### src/rtl/i2cm_pkg.sv
`default_nettype none
package i2cm_pkg;

  localparam int unsigned CfgAddrW = 4;
  localparam int unsigned CfgDataW = 32;

  // Register indexes (byte address = 4 * index)
  localparam logic [1:0] REG_LONG_DELAY  = 2'd0;
  localparam logic [1:0] REG_SHORT_DELAY = 2'd1;
  localparam logic [1:0] REG_ACK_TIMEOUT = 2'd2;

  localparam logic [7:0] LongDelayRst  = 8'd2;
  localparam logic [7:0] ShortDelayRst = 8'd1;
  localparam logic [7:0] AckTimeoutRst = 8'd250;

  typedef enum logic [2:0] {
    CMD_NONE     = 3'd0,
    CMD_START    = 3'd1,
    CMD_STOP     = 3'd2,
    CMD_WRITE    = 3'd3,
    CMD_READ     = 3'd4,
    CMD_WAIT_ACK = 3'd5
  } cmd_e;

  typedef enum logic [3:0] {
    PH_IDLE = 4'd0,
    PH_ST1  = 4'd1,
    PH_ST2  = 4'd2,
    PH_SP1  = 4'd3,
    PH_SP2  = 4'd4,
    PH_WLO  = 4'd5,
    PH_WHI  = 4'd6,
    PH_WTL  = 4'd7,
    PH_RLO  = 4'd8,
    PH_RHI  = 4'd9,
    PH_RTL  = 4'd10,
    PH_ALO  = 4'd11,
    PH_AHI  = 4'd12,
    PH_WA1  = 4'd13,
    PH_WA2  = 4'd14,
    PH_POLL = 4'd15
  } phase_e;

  typedef struct packed {
    logic [7:0] long_delay;
    logic [7:0] short_delay;
    logic [7:0] ack_timeout;
  } cfg_t;

  typedef struct packed {
    phase_e     phase;
    logic [3:0] bit_index;
    logic [7:0] shift_reg;
    logic [7:0] delay_count;
    logic [7:0] poll_count;
    logic       scl;
    logic       sda;
    logic       sda_dir;
    logic       ack_choice;
    logic       fail;
  } eng_state_t;

  typedef struct packed {
    logic [2:0] command;
    logic [7:0] tx_byte;
    logic       send_ack;
    logic       sda_in;
  } tick_t;

  // Result beat, packed into tdata with the last field (scl_level) in the lowest bits
  typedef struct packed {
    logic       ack_failed;
    logic [7:0] rx_byte;
    logic       done_res;
    logic       busy_res;
    logic       sda_drive;
    logic       sda_level;
    logic       scl_level;
  } res_t;

  localparam int unsigned ResW   = $bits(res_t);
  localparam int unsigned MDataW = ((ResW + 7) / 8) * 8;

endpackage
`default_nettype wire

### src/rtl/i2c_master_bit_engine_core.sv
`default_nettype none
// Latency: a result beat is valid on m_axis the cycle after its tick beat is taken.
// Throughput: one tick beat per clock while s_axis_tready is high; the step logic is a single pass from the
//   engine state register to the result register.
// Back-pressure: s_axis_tready drops only while a result waits and m_axis_tready is low.
// Reset (rst_ni, async, active low): engine idle, SCL/SDA released high, SDA driven,
//   delay registers back to long 2, short 1, ACK timeout 250; no result pending.
module i2c_master_bit_engine_core (
  input  wire logic                          clk_i,
  input  wire logic                          rst_ni,
  // tick beats
  input  wire logic                          s_axis_tvalid,
  output logic                               s_axis_tready,
  // [7:0] tx_byte, [8] send_ack, [9] sda_in, [15:10] zero
  input  wire logic [15:0]                   s_axis_tdata,
  // [2:0] command
  input  wire logic [2:0]                    s_axis_tuser,
  // result beats
  output logic                               m_axis_tvalid,
  input  wire logic                          m_axis_tready,
  // [0] scl_level, [1] sda_level, [2] sda_drive, [3] busy_res, [4] done_res,
  // [12:5] rx_byte, [13] ack_failed, [15:14] zero
  output logic [i2cm_pkg::MDataW-1:0]        m_axis_tdata,
  // register port
  input  wire logic                          psel,
  input  wire logic                          penable,
  input  wire logic                          pwrite,
  input  wire logic [i2cm_pkg::CfgAddrW-1:0] paddr,
  input  wire logic [i2cm_pkg::CfgDataW-1:0] pwdata,
  output logic      [i2cm_pkg::CfgDataW-1:0] prdata,
  output logic                               pready
);
  import i2cm_pkg::*;

  cfg_t       cfg;
  tick_t      tick;
  eng_state_t st_q, st_d, st_nxt;
  res_t       res_q, res_d, res_nxt;
  logic       m_valid_q, m_valid_d;
  logic       take_tick;

  // Delay and timeout registers behind the APB port
  i2cm_cfg_regs u_cfg_regs (
    .clk_i   (clk_i),
    .rst_ni  (rst_ni),
    .psel    (psel),
    .penable (penable),
    .pwrite  (pwrite),
    .paddr   (paddr),
    .pwdata  (pwdata),
    .prdata  (prdata),
    .pready  (pready),
    .cfg_o   (cfg)
  );

  // Unpack the tick beat: command from tuser, the rest from tdata
  assign tick = {s_axis_tuser, s_axis_tdata[7:0], s_axis_tdata[8], s_axis_tdata[9]};

  // One result slot; a new tick is taken when the slot is empty or drains this cycle
  assign s_axis_tready = ~m_valid_q | m_axis_tready;
  assign take_tick     = s_axis_tvalid & s_axis_tready;

  // Combinational step: state plus tick -> next state and result beat
  i2cm_step u_step (
    .st_i   (st_q),
    .cfg_i  (cfg),
    .tick_i (tick),
    .st_o   (st_nxt),
    .res_o  (res_nxt)
  );

  // Engine state only advances on an accepted tick
  always_comb begin
    st_d      = st_q;
    res_d     = res_q;
    m_valid_d = m_valid_q & ~m_axis_tready;
    if (take_tick) begin
      st_d      = st_nxt;
      res_d     = res_nxt;
      m_valid_d = 1'b1;
    end
  end

  always_ff @(posedge clk_i or negedge rst_ni) begin
    if (!rst_ni) begin
      st_q.phase       <= PH_IDLE;
      st_q.bit_index   <= '0;
      st_q.shift_reg   <= '0;
      st_q.delay_count <= '0;
      st_q.poll_count  <= '0;
      st_q.scl         <= 1'b1;  // bus released
      st_q.sda         <= 1'b1;
      st_q.sda_dir     <= 1'b1;  // SDA as output
      st_q.ack_choice  <= 1'b0;
      st_q.fail        <= 1'b0;
      res_q            <= '0;
      m_valid_q        <= 1'b0;
    end else begin
      st_q      <= st_d;
      res_q     <= res_d;
      m_valid_q <= m_valid_d;
    end
  end

  assign m_axis_tvalid = m_valid_q;
  assign m_axis_tdata  = {{(MDataW-ResW){1'b0}}, res_q};

endmodule
`default_nettype wire

### src/rtl/i2cm_cfg_regs.sv
`default_nettype none
module i2cm_cfg_regs (
  input  wire logic                          clk_i,
  input  wire logic                          rst_ni,
  input  wire logic                          psel,
  input  wire logic                          penable,
  input  wire logic                          pwrite,
  input  wire logic [i2cm_pkg::CfgAddrW-1:0] paddr,
  input  wire logic [i2cm_pkg::CfgDataW-1:0] pwdata,
  output logic      [i2cm_pkg::CfgDataW-1:0] prdata,
  output logic                               pready,
  output i2cm_pkg::cfg_t                     cfg_o
);
  import i2cm_pkg::*;

  cfg_t       cfg_q, cfg_d;
  logic [1:0] reg_idx;
  logic       wr_en;

  assign reg_idx = paddr[3:2];
  assign pready  = 1'b1;
  assign wr_en   = psel & penable & pwrite & pready;

  always_comb begin
    cfg_d = cfg_q;
    if (wr_en) begin
      case (reg_idx)
        REG_LONG_DELAY:  cfg_d.long_delay  = pwdata[7:0];
        REG_SHORT_DELAY: cfg_d.short_delay = pwdata[7:0];
        REG_ACK_TIMEOUT: cfg_d.ack_timeout = pwdata[7:0];
        default: ;
      endcase
    end
  end

  always_ff @(posedge clk_i or negedge rst_ni) begin
    if (!rst_ni) begin
      cfg_q.long_delay  <= LongDelayRst;
      cfg_q.short_delay <= ShortDelayRst;
      cfg_q.ack_timeout <= AckTimeoutRst;
    end else begin
      cfg_q <= cfg_d;
    end
  end

  always_comb begin
    prdata = '0;
    case (reg_idx)
      REG_LONG_DELAY:  prdata = {{(CfgDataW-8){1'b0}}, cfg_q.long_delay};
      REG_SHORT_DELAY: prdata = {{(CfgDataW-8){1'b0}}, cfg_q.short_delay};
      REG_ACK_TIMEOUT: prdata = {{(CfgDataW-8){1'b0}}, cfg_q.ack_timeout};
      default:         prdata = '0;
    endcase
  end

  assign cfg_o = cfg_q;

endmodule
`default_nettype wire

### src/rtl/i2cm_step.sv
`default_nettype none
// One bus tick: next engine state and the result beat.
module i2cm_step (
  input  wire i2cm_pkg::eng_state_t st_i,
  input  wire i2cm_pkg::cfg_t       cfg_i,
  input  wire i2cm_pkg::tick_t      tick_i,
  output i2cm_pkg::eng_state_t      st_o,
  output i2cm_pkg::res_t            res_o
);
  import i2cm_pkg::*;

  eng_state_t n;
  logic       done;
  logic       rx_valid;
  logic [3:0] bit_inc;
  logic [7:0] shl;

  assign bit_inc = st_i.bit_index + 4'd1;
  assign shl     = {st_i.shift_reg[6:0], 1'b0};

  always_comb begin
    n        = st_i;
    done     = 1'b0;
    rx_valid = 1'b0;
    if (st_i.phase == PH_IDLE) begin
      case (tick_i.command)
        CMD_START: begin
          n.sda_dir     = 1'b1;
          n.sda         = 1'b1;
          n.scl         = 1'b1;
          n.phase       = PH_ST1;
          n.delay_count = cfg_i.long_delay;
        end
        CMD_STOP: begin
          n.sda_dir     = 1'b1;
          n.scl         = 1'b0;
          n.sda         = 1'b0;
          n.phase       = PH_SP1;
          n.delay_count = cfg_i.long_delay;
        end
        CMD_WRITE: begin
          n.sda_dir     = 1'b1;
          n.scl         = 1'b0;
          n.shift_reg   = tick_i.tx_byte;
          n.bit_index   = '0;
          n.sda         = tick_i.tx_byte[7];
          n.phase       = PH_WLO;
          n.delay_count = cfg_i.long_delay;
        end
        CMD_READ: begin
          n.sda_dir     = 1'b0;
          n.scl         = 1'b0;
          n.ack_choice  = tick_i.send_ack;
          n.shift_reg   = '0;
          n.bit_index   = '0;
          n.phase       = PH_RLO;
          n.delay_count = cfg_i.long_delay;
        end
        CMD_WAIT_ACK: begin
          n.sda_dir     = 1'b0;
          n.sda         = 1'b1;
          n.poll_count  = '0;
          n.fail        = 1'b0;
          n.phase       = PH_WA1;
          n.delay_count = cfg_i.short_delay;
        end
        default: ;
      endcase
    end else if (st_i.phase == PH_POLL) begin
      if (!tick_i.sda_in) begin
        n.scl   = 1'b0;
        n.fail  = 1'b0;
        n.phase = PH_IDLE;
        done    = 1'b1;
      end else if (st_i.poll_count >= cfg_i.ack_timeout) begin
        // timeout: flag it and release the bus with a stop
        n.fail        = 1'b1;
        n.sda_dir     = 1'b1;
        n.scl         = 1'b0;
        n.sda         = 1'b0;
        n.phase       = PH_SP1;
        n.delay_count = cfg_i.long_delay;
      end else begin
        n.poll_count = st_i.poll_count + 8'd1;
      end
    end else if (st_i.delay_count > 8'd1) begin
      n.delay_count = st_i.delay_count - 8'd1;
    end else begin
      n.delay_count = cfg_i.long_delay;
      case (st_i.phase)
        PH_ST1: begin
          n.sda   = 1'b0;
          n.phase = PH_ST2;
        end
        PH_ST2: begin
          n.scl         = 1'b0;
          n.phase       = PH_IDLE;
          n.delay_count = st_i.delay_count;
          done          = 1'b1;
        end
        PH_SP1: begin
          n.scl   = 1'b1;
          n.sda   = 1'b1;
          n.phase = PH_SP2;
        end
        PH_SP2: begin
          n.phase       = PH_IDLE;
          n.delay_count = st_i.delay_count;
          done          = 1'b1;
        end
        PH_WLO: begin
          n.scl   = 1'b1;
          n.phase = PH_WHI;
        end
        PH_WHI: begin
          n.scl   = 1'b0;
          n.phase = PH_WTL;
        end
        PH_WTL: begin
          n.bit_index = bit_inc;
          if (bit_inc >= 4'd8) begin
            n.phase       = PH_IDLE;
            n.delay_count = st_i.delay_count;
            done          = 1'b1;
          end else begin
            n.shift_reg = shl;
            n.sda       = shl[7];
            n.phase     = PH_WLO;
          end
        end
        PH_RLO: begin
          n.scl       = 1'b1;
          n.shift_reg = {st_i.shift_reg[6:0], tick_i.sda_in};
          n.phase     = PH_RHI;
        end
        PH_RHI: begin
          n.scl   = 1'b0;
          n.phase = PH_RTL;
        end
        PH_RTL: begin
          n.bit_index = bit_inc;
          n.scl       = 1'b0;
          if (bit_inc >= 4'd8) begin
            n.sda_dir = 1'b1;
            n.sda     = ~st_i.ack_choice;
            n.phase   = PH_ALO;
          end else begin
            n.phase = PH_RLO;
          end
        end
        PH_ALO: begin
          n.scl   = 1'b1;
          n.phase = PH_AHI;
        end
        PH_AHI: begin
          n.scl         = 1'b0;
          n.phase       = PH_IDLE;
          n.delay_count = st_i.delay_count;
          done          = 1'b1;
          rx_valid      = 1'b1;
        end
        PH_WA1: begin
          n.scl         = 1'b1;
          n.phase       = PH_WA2;
          n.delay_count = cfg_i.short_delay;
        end
        PH_WA2: begin
          n.phase       = PH_POLL;
          n.delay_count = st_i.delay_count;
        end
        default: begin
          n.phase       = PH_IDLE;
          n.delay_count = st_i.delay_count;
        end
      endcase
    end
  end

  assign st_o = n;

  always_comb begin
    res_o.scl_level  = n.scl;
    res_o.sda_level  = n.sda;
    res_o.sda_drive  = n.sda_dir;
    res_o.busy_res   = (n.phase != PH_IDLE);
    res_o.done_res   = done;
    res_o.rx_byte    = rx_valid ? n.shift_reg : 8'd0;
    res_o.ack_failed = n.fail;
  end

endmodule
`default_nettype wire

### config.mk
export PLATFORM = sky130hd
export DESIGN_NAME = i2c_master_bit_engine_core
export DESIGN_NICKNAME = d
export VERILOG_FILES = /design/src/rtl/i2cm_pkg.sv /design/src/rtl/i2c_master_bit_engine_core.sv /design/src/rtl/i2cm_cfg_regs.sv /design/src/rtl/i2cm_step.sv
export SDC_FILE = /design/constraint.sdc
export NUM_CORES = 1
export LEC_CHECK = 0
export ABC_AREA = 0
export BUFFER_PORTS_ARGS = -buffer_cell sky130_fd_sc_hd__buf_4
export CORE_ASPECT_RATIO = 2
export CORE_UTILIZATION = 50
export DETAILED_ROUTE_END_ITERATION = 12
export GPL_ROUTABILITY_DRIVEN = 0
export PLACE_DENSITY = 0.8
export SLEW_MARGIN = 10
export SYNTH_ARGS = -nofsm -noshare
export SYNTH_HDL_FRONTEND = slang
export SYNTH_SLANG_ARGS = --single-unit
### constraint.sdc
create_clock -name clk_i -period 2.5 [get_ports clk_i]
set_clock_uncertainty 0.15 [all_clocks]
set_input_delay 0.5 -clock clk_i [delete_from_list [all_inputs] [get_ports clk_i]]
set_output_delay 0.5 -clock clk_i [all_outputs]
set_load 0.05 [all_outputs]
==> results.yml <==
synthesis:
  yosys.area_share.simple_pct: 19.60
  ys_types: 74
  synth_cells: 587
  synthMuxAreaShare_pct: 9.211
  ys_ff_latch: 75
  netlist_top_cells_area: "dfrtp_1, o21ai_0, dfstp_2, nand2_1, mux2_2"
  ys_seq_area_share_pct: 37.02
  ys.flop_type: "dfrtp_1"
  synth_area_mm2: 0.005107
  ys_async_sr_fraction_pct: 100.0
  synth_area_per_cell_um2: 8.701
  synth_most_common_cell: "nand2_1"
  synth_top_family_by_area: "compound AO/OA/AOI/OAI gates"
  synth_top_area_cell: "dfrtp_1"
  synth_xor_area_share_pct: 0.8329
  synth_edf_count: 0
  synthAdderAreaFrac_pct: 2.940
  synthTopCellsByCount: "nand2_1, dfrtp_1, o21ai_0, nor2_1, a21oi_1"
  synth_top_area_share_pct: 31.36
  synth-compound-area-share_pct: 21.73
  synth_warnings: 0
critical_path:
  cp_slowest_cell: "dfstp_2"
  r2r-end: "st_q[13]"
  path_depth: 8
  path_buf_inv: 2
  crit_type: "reg -> reg"
  crit_path_end_kind: "flop"
  rrSetupSlack_ns: -0.03
  cpPeakStageDelay_ns: 0.54
  crit_family: "simple AND/OR/NAND/NOR gates"
  arrival_ns: 2.60
  cp-start-kind: "flop"
  crit_required_ns: 2.57
  worstPathMaxFanout: 3
  r2r_start: "u_cfg_regs.cfg_o[7]"
  path_cells: "inv_1 > ha_4 > nand4_1 > o31ai_4 > nor2_4 > buf_4 > nor4_1 > o2bb2ai_1"
  cp-endpoint: "st_q[13]"
  crit_path_start: "u_cfg_regs.cfg_o[7]"
  reg2reg_depth: 8
sta:
  max_slew_margin_pct: 62.90
  fin_crit_sh_pct: 101.3
  max_slew.worst_pin.slew_ns: 0.5531
  hold_viol: 0
  rsz0062_at_grt: "true"
  fin_crit_ns: 2.533
  worst_slack_ns: -0.03338
  setup_viol: 5
  fmax_mhz: 394.7
  final-max-slew-violation-count: 0
cts:
  insertion_delay_ns: 0.35
  cts.path.max_buffers: 2
  cts.sinks: 75
  clk_pin_slew_worst_paths_ns: 0.06
  cts_tree: "built"
  htreeDepth: 3
  cts-root-buf: "clkbuf_16"
  numCtsBuffers: 9
route:
  routed_via_density: 6.138
  vias: 4978
  drt-total-wl_um: 15820
  drtPass1Iterations: 6
  drcViolationCount: 0
  drt_iter0_drc: 501
  wl_per_cell_um: 19.51
  ant_nets: 0
pwr:
  p_leak_uw: 0.002925
  power.density_mw_per_mm2: 761.6
  irDropWorstVdd_uv: 521.0
run_status:
  violations: "setup timing"
  status: "finished, violations left"
die:
  rows: 51
  initial_utilization_pct: 51.97
  die-area_mm2: 0.01065
  io_pins: 113
  die_w_um: 73.47
  core_mm2: 0.009827
  die_h_um: 144.9
global_routing:
  grt_overflow: 0
  grt_pass1_vias: 4998
  grt_max_degree: 41
  grt_usage_pct: 29.12
  grt_first_pass_wirelength_um: 23730
  antenna_found_initial: 0
cells_and_area:
  final_util_pct: 65.98
  final_nets: 748
  antennaDiodeCount: 0
  area_growth_pct: 26.95
  nFillCells: 757
  final_layout_size_suffix_gt1_share_pct: 31.08
  final_area_mm2: 0.006484
placement:
  post-dp-hpwl_um: 10800
  dpl_cell_area_mm2: 0.005841
  numPortBuffers: 53
flow_run:
  maxCapViolations: 0
hold_path:
  hold_class: "in -> reg"
metal layers:
metal  vias to the layer above  global-route usage, %  wire length, um
li1                       2252                      -                -
met1                      2374                  28.77             5396
met2                       270                  50.60             8505
met3                        82                  5.833              825
met4                         0                  22.40             1091
met5                         -                      0                0
how the worst min path moves through the flow:
stage	start	endpoint	slack (ns)	cells after the start
2_1_floorplan	rst_ni	m_axis_tdata[0]	0.05	0
6_report	s_axis_tvalid	m_axis_tvalid	0.21	2
4_1_cts	s_axis_tvalid	m_axis_tvalid	0.20	2
5_1_grt	s_axis_tvalid	m_axis_tvalid	0.23	2
3_3_place_gp	m_axis_tdata[8]	m_axis_tdata[8]	0.32	2
3_5_place_dp	m_axis_tdata[10]	m_axis_tdata[10]	0.33	2
logic make-up (layout without fill, tap and decap cells):
family                   count (synthesis)  in the layout
adder cells (fa/ha/maj)                 12             12
other                                    2             27
XOR/XNOR                                 4              4
flip-flops                              75             75
multiplexers                            43             43
buffers and inverters                   80            147
AO/OA/AOI/OAI                          175            175
AND/OR/NAND/NOR                        196            196
flip-flops by register name, indices dropped and copies added, names as in the netlist:
name and cells:
m_axis_tvalid 1, st_q 36, m_axis_tdata 14, u_cfg_regs.cfg_o 24
power breakdown:
group	total, uW	internal, uW	switching, uW	leakage (uW)
Sequential	1780	1470	312	0.000939
Clock	1480	932	544	0.000166
Combinational	1680	693	991	0.00182
worst register-to-register path: stages, from the launching register on:
cell       delay [ns]
dfstp_2          0.54
inv_1            0.08
ha_4             0.28
nand4_1          0.20
o31ai_4          0.40
nor2_4           0.11
buf_4            0.16
nor4_1           0.37
o2bb2ai_1        0.10
layout make-up:
| type | instances | area (um^2) | share of cell area [%] |
|---|---|---|---|
| Multi-Input combinational cell | 457 | 3127 | 48.22 |
| Sequential cell | 75 | 1891 | 29.16 |
| Clock inverter | 5 | 82.58 | 1.274 |
| Inverter | 17 | 63.81 | 0.9842 |
| Clock buffer | 11 | 252.7 | 3.898 |
| Timing Repair Buffer | 114 | 902.1 | 13.91 |
| Tap cell | 132 | 165.2 | 2.547 |
cells in the final DEF, fill, tap and decap left out, types with 17 or more instances in the layout:
master / Yosys / final
o21ai_0: 62 / 53
nand2_1: 76 / 75
buf_4: 29 / 106
conb_1: 2 / 27
dfrtp_1: 64 / 64
o21ai_1: 8 / 17
nor2_1: 37 / 35
mux2_2: 20 / 20
a21oi_1: 33 / 27
mux2i_1: 20 / 20
what timing repair did:
item,in CTS,in global routing
endpoints found under the hold margin,30,0
hold buffers,1,0
buffers inserted,1,3
setup endpoints to repair,18,36
gates cloned,0,1
gates resized for setup,15,37
pin swaps,3,16
per-stage QoR:
stage	instances	TNS (ns)	hold WS (ns)	setup slack (ns)	power [uW]
4_1_cts	808	-0.04275	0.2002	-0.03439	4794
6_report	811	-0.04716	0.2089	-0.03338	4938
3_3_place_gp	790	-1.249	0.3188	-0.2500	3211
3_5_place_dp	790	-1.202	0.3262	-0.1705	3279
5_1_grt	811	-0.5521	0.2302	-0.07542	5135
2_1_floorplan	612	0	0.05441	0.02192	2826
No activity file was read; power rests on OpenSTA's default activity.
